--- config.mk ---
export PLATFORM = sky130hd
export DESIGN_NAME = stripe_offset_to_target
export DESIGN_NICKNAME = d
export VERILOG_FILES = /design/src/hdl/sot_pkg.sv /design/src/hdl/sot_ram.sv /design/src/hdl/sot_cell.sv /design/src/hdl/sot_out_buf.sv /design/src/hdl/stripe_offset_to_target.sv
export VERILOG_INCLUDE_DIRS = /design/src /design/src/hdl
export SDC_FILE = /design/constraint.sdc
export NUM_CORES = 2
export LEC_CHECK = 0
export ABC_AREA = 1
export ABC_CLOCK_PERIOD_IN_PS = 33300
export CORE_AREA = 10 10 296 583
export CTS_CLUSTER_DIAMETER = 120
export DETAILED_ROUTE_END_ITERATION = 8
export DIE_AREA = 0 0 306 593
export DONT_BUFFER_PORTS = 1
export GPL_TIMING_DRIVEN = 0
export PLACE_DENSITY = 0.65
export SLEW_MARGIN = 20
export SYNTH_ARGS = -nofsm -noshare
export SYNTH_HDL_FRONTEND = slang
export SYNTH_SLANG_ARGS = --single-unit
--- constraint.sdc ---
create_clock -name clk -period 33.3 [get_ports clk]
set_input_delay 1.665 -clock clk [delete_from_list [all_inputs] [get_ports clk]]
set_output_delay 1.665 -clock clk [all_outputs]
set_load 0.01 [all_outputs]
--- src/hdl/stripe_offset_to_target_defines.svh ---
// ----------------------------------------------------------------------------
// stripe offset mapper assertion macros
// shared concurrent assertion forms, clocked on clk, disabled in reset
// ----------------------------------------------------------------------------
`ifndef STRIPE_OFFSET_TO_TARGET_DEFINES_SVH
`define STRIPE_OFFSET_TO_TARGET_DEFINES_SVH

// same-cycle implication
`define SOT_ASSERT_IMP(lbl, ante, cons) \
	lbl: assert property (@(posedge clk) disable iff (!arst_n) (ante) |-> (cons)) \
		else $error("stripe_offset_to_target: assertion failed");

// next-cycle implication
`define SOT_ASSERT_NXT(lbl, ante, cons) \
	lbl: assert property (@(posedge clk) disable iff (!arst_n) (ante) |=> (cons)) \
		else $error("stripe_offset_to_target: assertion failed");

`endif

--- src/hdl/sot_pkg.sv ---
// ----------------------------------------------------------------------------
// stripe offset mapper package
// field widths, stream packing, register and command codes, stage types
// ----------------------------------------------------------------------------
package sot_pkg;

	localparam int OFFSET_W   = 63;
	localparam int CHUNK_W    = 5;
	localparam int NUM_W      = 6;
	localparam int IDX_W      = 5;
	localparam int ID_W       = 16;
	localparam int R_W        = NUM_W;
	localparam int Q_W        = 64;
	localparam int BITS_PER_CELL = 4;
	localparam int NUM_CELLS  = Q_W / BITS_PER_CELL;

	localparam int S_OFFSET_LSB = 0;
	localparam int S_INDEX_LSB  = S_OFFSET_LSB + OFFSET_W;
	localparam int S_ID_LSB     = S_INDEX_LSB + IDX_W;
	localparam int S_TDATA_W    = ((S_ID_LSB + ID_W + 7) / 8) * 8;
	localparam int M_RES_W      = IDX_W + ID_W;
	localparam int M_TDATA_W    = ((M_RES_W + 7) / 8) * 8;

	localparam int CFG_INDEX_W  = 2;
	localparam int CFG_DATA_W   = 8;

	typedef enum logic {
		CMD_LOAD = 1'b0,
		CMD_MAP  = 1'b1
	} cmd_t;

	typedef enum logic [CFG_INDEX_W-1:0] {
		REG_CHUNK_SIZE_LOG2 = 2'd0,
		REG_NUM_TARGETS     = 2'd1
	} reg_index_t;

	typedef struct packed {
		cmd_t             cmd;
		logic [Q_W-1:0]   q;
		logic [R_W-1:0]   r;
		logic [IDX_W-1:0] entry_index;
		logic [ID_W-1:0]  entry_id;
	} cell_bus_t;

	typedef struct packed {
		logic [ID_W-1:0]  target_id;
		logic [IDX_W-1:0] target_index;
	} res_t;

endpackage

--- src/hdl/sot_ram.sv ---
// ----------------------------------------------------------------------------
// sot_ram
// generic single write port, single read port ram with registered read
// ----------------------------------------------------------------------------
module sot_ram #(
	parameter int WIDTH = 16,
	parameter int DEPTH = 32
) (
	input  logic                     clk,
	input  logic                     we,
	input  logic [$clog2(DEPTH)-1:0] waddr,
	input  logic [WIDTH-1:0]         wdata,
	input  logic                     re,
	input  logic [$clog2(DEPTH)-1:0] raddr,
	output logic [WIDTH-1:0]         rdata
);

	logic [WIDTH-1:0] mem_q [DEPTH];

	always_ff @(posedge clk) begin
		if (we) begin
			mem_q[waddr] <= wdata;
		end
		if (re) begin
			rdata <= mem_q[raddr];
		end
	end

endmodule

--- src/hdl/sot_cell.sv ---
// ----------------------------------------------------------------------------
// sot_cell
// one remainder cell: folds the next quotient bits into the running residue
// ----------------------------------------------------------------------------
module sot_cell (
	input  logic                       clk,
	input  logic                       arst_n,
	input  logic                       en,
	input  logic [sot_pkg::R_W-1:0]    n_eff,
	input  logic                       in_valid,
	input  sot_pkg::cell_bus_t         in_bus,
	output logic                       out_valid,
	output sot_pkg::cell_bus_t         out_bus
);

	import sot_pkg::*;

	cell_bus_t      nxt;
	logic [R_W:0]   t;
	logic [R_W-1:0] r;

	always_comb begin
		nxt = in_bus;
		r   = in_bus.r;
		t   = '0;
		for (int k = 0; k < BITS_PER_CELL; k++) begin
			t = {r, in_bus.q[Q_W-1-k]};
			if (t >= {1'b0, n_eff}) begin
				t = t - {1'b0, n_eff};
			end
			r = t[R_W-1:0];
		end
		nxt.r = r;
		nxt.q = in_bus.q << BITS_PER_CELL;
	end

	always_ff @(posedge clk or negedge arst_n) begin
		if (!arst_n) begin
			out_valid <= 1'b0;
		end else if (en) begin
			out_valid <= in_valid;
		end
	end

	always_ff @(posedge clk) begin
		if (en) begin
			out_bus <= nxt;
		end
	end

endmodule

--- src/hdl/sot_out_buf.sv ---
// ----------------------------------------------------------------------------
// sot_out_buf
// two-entry result buffer between the pipeline and the output stream
// ----------------------------------------------------------------------------
module sot_out_buf (
	input  logic          clk,
	input  logic          arst_n,
	input  logic          push,
	input  sot_pkg::res_t push_data,
	input  logic          pop_ready,
	output logic          out_valid,
	output sot_pkg::res_t out_data,
	output logic          room
);

	import sot_pkg::*;

	localparam logic [1:0] FULL = 2'd2;

	logic [1:0] cnt_q;
	res_t       head_q;
	res_t       tail_q;
	logic       pop;

	assign out_valid = (cnt_q != 2'd0);
	assign out_data  = head_q;
	assign room      = (cnt_q != FULL);
	assign pop       = out_valid & pop_ready;

	always_ff @(posedge clk or negedge arst_n) begin
		if (!arst_n) begin
			cnt_q <= 2'd0;
		end else if (push && !pop) begin
			cnt_q <= cnt_q + 2'd1;
		end else if (pop && !push) begin
			cnt_q <= cnt_q - 2'd1;
		end
	end

	always_ff @(posedge clk) begin
		case (cnt_q)
			2'd0: begin
				if (push) begin
					head_q <= push_data;
				end
			end
			2'd1: begin
				if (push && pop) begin
					head_q <= push_data;
				end else if (push) begin
					tail_q <= push_data;
				end
			end
			default: begin
				if (pop) begin
					head_q <= tail_q;
				end
			end
		endcase
	end

endmodule

--- src/hdl/stripe_offset_to_target.sv ---
// ----------------------------------------------------------------------------
// stripe_offset_to_target
// maps a file offset to its stripe target index and target id
// ----------------------------------------------------------------------------
// map path: chunk stage, remainder cells, table read, output buffer, then m_tdata
// throughput: one item per cycle unless stalled; 16 remainder cells of 4 bits each
// load items write the table at the end of the chain and give no result
// s_tready drops only while both output buffer slots hold results
// reset: asynchronous, active low; registers back to 16 and 2, table not cleared
// ----------------------------------------------------------------------------
`include "stripe_offset_to_target_defines.svh"

module stripe_offset_to_target #(
	parameter int MAX_TARGETS = 32
) (
	input  logic                             clk,
	input  logic                             arst_n,
	// command
	input  logic                             s_tvalid,
	output logic                             s_tready,
	input  logic                             s_tuser,
	// offset, entry_index, entry_id
	input  logic [sot_pkg::S_TDATA_W-1:0]    s_tdata,
	output logic                             m_tvalid,
	input  logic                             m_tready,
	// target_index, target_id
	output logic [sot_pkg::M_TDATA_W-1:0]    m_tdata,
	input  logic                             cfg_valid,
	output logic                             cfg_ready,
	input  logic [sot_pkg::CFG_INDEX_W-1:0]  cfg_index,
	input  logic [sot_pkg::CFG_DATA_W-1:0]   cfg_data
);

	import sot_pkg::*;

	localparam int AW = $clog2(MAX_TARGETS);
	localparam int NW = $clog2(MAX_TARGETS + 1);
	localparam int CW = (NW > NUM_W) ? NW : NUM_W;
	localparam int EW = ((AW > IDX_W) ? AW : IDX_W) + 1;
	localparam int RW = (AW > R_W) ? AW : R_W;

	logic [CHUNK_W-1:0] chunk_size_log2_q;
	logic [NUM_W-1:0]   num_targets_q;
	logic [CW-1:0]      num_ext;
	logic [R_W-1:0]     n_eff;

	logic               adv;
	logic               s1_valid_q;
	cell_bus_t          s1_bus_q;
	logic               cell_valid [NUM_CELLS+1];
	cell_bus_t          cell_bus   [NUM_CELLS+1];

	cell_bus_t          tail_bus;
	logic               tail_valid;
	logic [EW-1:0]      wr_ext;
	logic [RW-1:0]      rd_ext;
	logic               ram_we;
	logic               ram_re;
	logic [ID_W-1:0]    ram_rdata;

	logic               t_valid_q;
	logic [IDX_W-1:0]   t_index_q;
	logic               push;
	res_t               push_res;
	res_t               m_res;
	logic               room;

	assign cfg_ready = 1'b1;

	always_ff @(posedge clk or negedge arst_n) begin
		if (!arst_n) begin
			chunk_size_log2_q <= CHUNK_W'(16);
			num_targets_q     <= NUM_W'(2);
		end else if (cfg_valid) begin
			case (reg_index_t'(cfg_index))
				REG_CHUNK_SIZE_LOG2: chunk_size_log2_q <= cfg_data[CHUNK_W-1:0];
				REG_NUM_TARGETS:     num_targets_q     <= cfg_data[NUM_W-1:0];
				default: ;
			endcase
		end
	end

	assign num_ext = CW'(num_targets_q);

	always_comb begin
		if (num_targets_q == '0) begin
			n_eff = R_W'(1);
		end else if (num_ext > CW'(MAX_TARGETS)) begin
			n_eff = R_W'(MAX_TARGETS);
		end else begin
			n_eff = num_targets_q;
		end
	end

	assign adv      = room;
	assign s_tready = adv;

	// chunk number stage
	always_ff @(posedge clk or negedge arst_n) begin
		if (!arst_n) begin
			s1_valid_q <= 1'b0;
		end else if (adv) begin
			s1_valid_q <= s_tvalid;
		end
	end

	always_ff @(posedge clk) begin
		if (adv) begin
			s1_bus_q.cmd         <= cmd_t'(s_tuser);
			s1_bus_q.q           <= Q_W'(s_tdata[S_OFFSET_LSB +: OFFSET_W] >> chunk_size_log2_q);
			s1_bus_q.r           <= '0;
			s1_bus_q.entry_index <= s_tdata[S_INDEX_LSB +: IDX_W];
			s1_bus_q.entry_id    <= s_tdata[S_ID_LSB +: ID_W];
		end
	end

	assign cell_valid[0] = s1_valid_q;
	assign cell_bus[0]   = s1_bus_q;

	for (genvar g = 0; g < NUM_CELLS; g++) begin : g_cell
		sot_cell u_cell (
			.clk       (clk),
			.arst_n    (arst_n),
			.en        (adv),
			.n_eff     (n_eff),
			.in_valid  (cell_valid[g]),
			.in_bus    (cell_bus[g]),
			.out_valid (cell_valid[g+1]),
			.out_bus   (cell_bus[g+1])
		);
	end

	assign tail_valid = cell_valid[NUM_CELLS];
	assign tail_bus   = cell_bus[NUM_CELLS];

	// target table
	assign wr_ext = EW'(tail_bus.entry_index);
	assign rd_ext = RW'(tail_bus.r);
	assign ram_we = adv & tail_valid & (tail_bus.cmd == CMD_LOAD) & (wr_ext < EW'(MAX_TARGETS));
	assign ram_re = adv & tail_valid & (tail_bus.cmd == CMD_MAP);

	sot_ram #(
		.WIDTH (ID_W),
		.DEPTH (MAX_TARGETS)
	) u_table (
		.clk   (clk),
		.we    (ram_we),
		.waddr (wr_ext[AW-1:0]),
		.wdata (tail_bus.entry_id),
		.re    (ram_re),
		.raddr (rd_ext[AW-1:0]),
		.rdata (ram_rdata)
	);

	always_ff @(posedge clk or negedge arst_n) begin
		if (!arst_n) begin
			t_valid_q <= 1'b0;
		end else if (adv) begin
			t_valid_q <= tail_valid & (tail_bus.cmd == CMD_MAP);
		end
	end

	always_ff @(posedge clk) begin
		if (adv) begin
			t_index_q <= tail_bus.r[IDX_W-1:0];
		end
	end

	assign push                  = adv & t_valid_q;
	assign push_res.target_index = t_index_q;
	assign push_res.target_id    = ram_rdata;

	sot_out_buf u_out_buf (
		.clk       (clk),
		.arst_n    (arst_n),
		.push      (push),
		.push_data (push_res),
		.pop_ready (m_tready),
		.out_valid (m_tvalid),
		.out_data  (m_res),
		.room      (room)
	);

	assign m_tdata = M_TDATA_W'(m_res);

	`SOT_ASSERT_IMP(a_index_in_set, m_tvalid, R_W'(m_res.target_index) < n_eff)
	`SOT_ASSERT_IMP(a_stall_only_on_wait, !s_tready, m_tvalid)
	`SOT_ASSERT_NXT(a_push_shows, push && !m_tvalid, m_tvalid)

endmodule

==> impl_metrics.env <==
export IMPL_cap_viol_max_count=0
export IMPL_vias_per_cell=5.56
export IMPL_vias=51500
export IMPL_drc=0
export IMPL_finalHoldViolations=0
export IMPL_cts_sinks=1618
export IMPL_start_util_pct=47.8
export IMPL_nets=7587
export IMPL_yosysWarnings=0
export IMPL_ys_async_sr_fraction_pct=1.92
export IMPL_cts_setup_buffers=0
export IMPL_h_tree_depth=4
export IMPL_wirelength_microns=204000
export IMPL_ys_types=62
export IMPL_skew_ps=78.1
export IMPL_cts_tree="done"
export IMPL_min_period_ps=8960
export IMPL_grt_pass1_wl_microns=308000
export IMPL_synth_top_area_share_pct=61.1
export IMPL_hp_class="reg -> reg"
export IMPL_routedWlPerCell_microns=22.0
export IMPL_portBuffers=0
export IMPL_dp_hpwl_microns=151000
export IMPL_syn_area_sq_um=78000
export IMPL_ios=131
export IMPL_first_iter_violations=3145
export IMPL_dieWidth_microns=306
export IMPL_placed_area_sq_um=82200
export IMPL_design_area_sq_um=86900
export IMPL_hold_path_startpoint="g_cell[11].u_cell.out_bus[82]$_DFFE_PN_"
export IMPL_synth_edf_count=1587
export IMPL_synth_seq_cells=1618
export IMPL_antenna_found_initial=3
export IMPL_cts_root_buf="clkbuf_16"
export IMPL_grt_ovfl_total=0
export IMPL_synth_cells=6825
export IMPL_crit_path_max_fanout=34
export IMPL_drive_gt1_share_pct=8.15
export IMPL_critPathMaxStageDelay_ps=510
export IMPL_track_usage_pct=22.4
export IMPL_drv_slew=0
export IMPL_path_class="reg -> reg"
export IMPL_die_area_sq_um=181000
export IMPL_setup_worst_path_start="num_ext[0]$_DFFE_PN0P_"
export IMPL_ys_flop_type="edfxtp_1"
export IMPL_grt_pass1_vias=53700
export IMPL_worstSetupStartpointType="flip-flop"
export IMPL_cp_slowest_cell="o21ai_0"
export IMPL_cts_inserted_buffers=149
export IMPL_setup_viol=0
export IMPL_synth_area_leaders="edfxtp_1, nand2_1, ha_1"
export IMPL_worst_pin_slew_ps=1290
export IMPL_gp_congestion=1.05
export IMPL_crit_required_ps=33950
export IMPL_end_kind="flip-flop"
export IMPL_synth_seq_area_share_pct=62.1
export IMPL_drt_first_pass_iters=8
export IMPL_core_sq_um=163000
export IMPL_rows=210
export IMPL_fmax_mhz=112
export IMPL_clk_pin_slew_ps=80
export IMPL_yosysTopAreaCell="edfxtp_1"
export IMPL_final_antenna_net_count=0
export IMPL_rsz0062_at_grt="false"
export IMPL_cp_arrival_ps=9610
export IMPL_run_status="finished clean"
export IMPL_slew_headroom_pct=14.0
export IMPL_timing_rr_start="num_ext[0]$_DFFE_PN0P_"
export IMPL_cts_resized=0
export IMPL_syn_area_per_cell_sq_um=11.4
export IMPL_clk_latency_ps=830
export IMPL_cts_hold_buf=0
export IMPL_syn2layout_area_growth_pct=11.5
export IMPL_grt_max_degree=64
export IMPL_worst_path_most_repeated_cell="nand2_1"
export IMPL_die_height_microns=593
export IMPL_cts_buffer_depth=4
export IMPL_period_share_pct=26.9
-- cells by family after synthesis --
logic type,Yosys count,share of synthesized area (%)
muxes,55,0.740
DFF,1618,62.1
adders and majority gates,446,7.76
AOI/OAI and AO/OA,1038,7.75
and+or+nand+nor,2657,15.3
other,2,0.00963
buffers and inverters,798,3.93
xor gates and xnor gates,211,2.37
-- synth_stat cells, types with 6 or more instances --
library cell  number
nand3_4           19
nand2_4           18
nor2_4            16
clkbuf_1         139
xnor2_1           57
nand4_1           89
edfxtp_1        1587
o211ai_1           6
nand3_2           30
mux2i_1           34
nand2_1         1404
o22ai_1           29
a21oi_2           18
fa_1              63
xor2_1           154
o21bai_1          10
dfrtp_1           29
nand2_2           44
inv_2             12
nand3b_1          28
a32oi_1           14
buf_1             17
buf_2             23
nand3_1          470
inv_1            594
o21ai_0          563
nor2_2            18
o21ai_1           22
a21oi_1          172
mux2_2            21
nor2_1           455
a21oi_4            6
or2_2             19
o221ai_1         100
a21o_1            16
o21a_1            14
nor3_1            29
ha_1             383
a31oi_1           49
buf_4              7
-- worst paths after layout --
path                                                           end  slack, ps  cells past startpoint
min reg2reg                g_cell[12].u_cell.out_bus[86]$_DFFE_PN_        390                      0
max reg2reg                 g_cell[1].u_cell.out_bus[24]$_DFFE_PN_      24340                     41
min in group asynchronous           u_out_buf.cnt_q[0]$_DFFE_PN0P_        530                      0
max in group asynchronous                   num_ext[1]$_DFFE_PN1P_      32560                      0
max                         g_cell[1].u_cell.out_bus[24]$_DFFE_PN_      24340                     41
min                        g_cell[12].u_cell.out_bus[86]$_DFFE_PN_        390                      0
-- placed cells by master, fill, tap and decap left out, types with 19 or more instances in the layout --
| cell type | instances |
|---|---|
| a21oi_1 | 172 |
| a31oi_1 | 49 |
| buf_12 | 19 |
| buf_16 | 24 |
| buf_2 | 23 |
| clkbuf_1 | 159 |
| clkbuf_16 | 151 |
| clkinv_1 | 24 |
| clkinv_2 | 20 |
| dfrtp_1 | 29 |
| edfxtp_1 | 1587 |
| fa_1 | 63 |
| ha_1 | 383 |
| inv_1 | 590 |
| mux2_2 | 21 |
| mux2i_1 | 34 |
| nand2_1 | 1401 |
| nand2_2 | 44 |
| nand2_4 | 21 |
| nand3_1 | 470 |
| nand3_2 | 30 |
| nand3_4 | 19 |
| nand3b_1 | 28 |
| nand4_1 | 89 |
| nor2_1 | 422 |
| nor2_2 | 23 |
| nor2_4 | 44 |
| nor3_1 | 29 |
| o21ai_0 | 557 |
| o21ai_1 | 27 |
| o221ai_1 | 100 |
| o22ai_1 | 29 |
| or2_2 | 19 |
| xnor2_1 | 57 |
| xor2_1 | 154 |
-- worst max-delay path, delay by kind of cell, from the launching register on --
kind | cells | cell delay (ps)
fa+ha+maj | 4 | 1670
buf+inv | 8 | 1560
compound gates | 11 | 2720
flops | 1 | 410
simple gates | 18 | 2290
-- metrics by stage --
stage / TNS [ps] / worst slack (ps) / std cells / hold slack [ps] / util, %
after floorplan: 0 / 1670 / 6828 / 400 / -
after global placement: -7307770 / -8360 / 8948 / 400 / 49.4
after detailed placement: 0 / 24420 / 9005 / 405 / 50.3
after CTS: 0 / 24330 / 9260 / 379 / 53.2
after global routing: 0 / 23610 / 9263 / 390 / 53.3
final: 0 / 24340 / 9264 / 392 / 53.3
-- sequential cells by signal, summed over array words and instances (netlist names) --
register                 flops
cell_bus                    85
u_out_buf.out_data          21
g_cell.u_cell.out_bus      927
t_index_q                    5
u_out_buf.cnt_q              2
u_table.mem_q              512
u_out_buf.tail_q            21
u_table.rdata               16
g_cell.u_cell.out_valid     16
chunk_size_log2_q            5
s1_valid_q                   1
t_valid_q                    1
num_ext                      6
-- layout make-up --
class                           instances  area (sq um)
Inverter                              610          2300
Clock buffer                          172          3860
Multi-Input combinational cell       4412         26700
Sequential cell                      1618         48400
Antenna cell                            3          7.51
Fill cell                           13800         76300
Buffer                                188           779
Tap cell                             2120          2650
Timing Repair Buffer                   58          1250
Clock inverter                         83           872
-- per-layer routing --
| layer | track usage, % | vias to the layer above | routed length (microns) |
|---|---|---|---|
| li1 | - | 24600 | - |
| met1 | 19.2 | 24500 | 62200 |
| met2 | 43.0 | 1607 | 110000 |
| met3 | 3.73 | 778 | 9710 |
| met4 | 21.0 | 0 | 21900 |
| met5 | 0 | - | 0 |
Power is not shown: default switching activity piles up to over one toggle a cycle in this logic, so the estimate is an artifact.
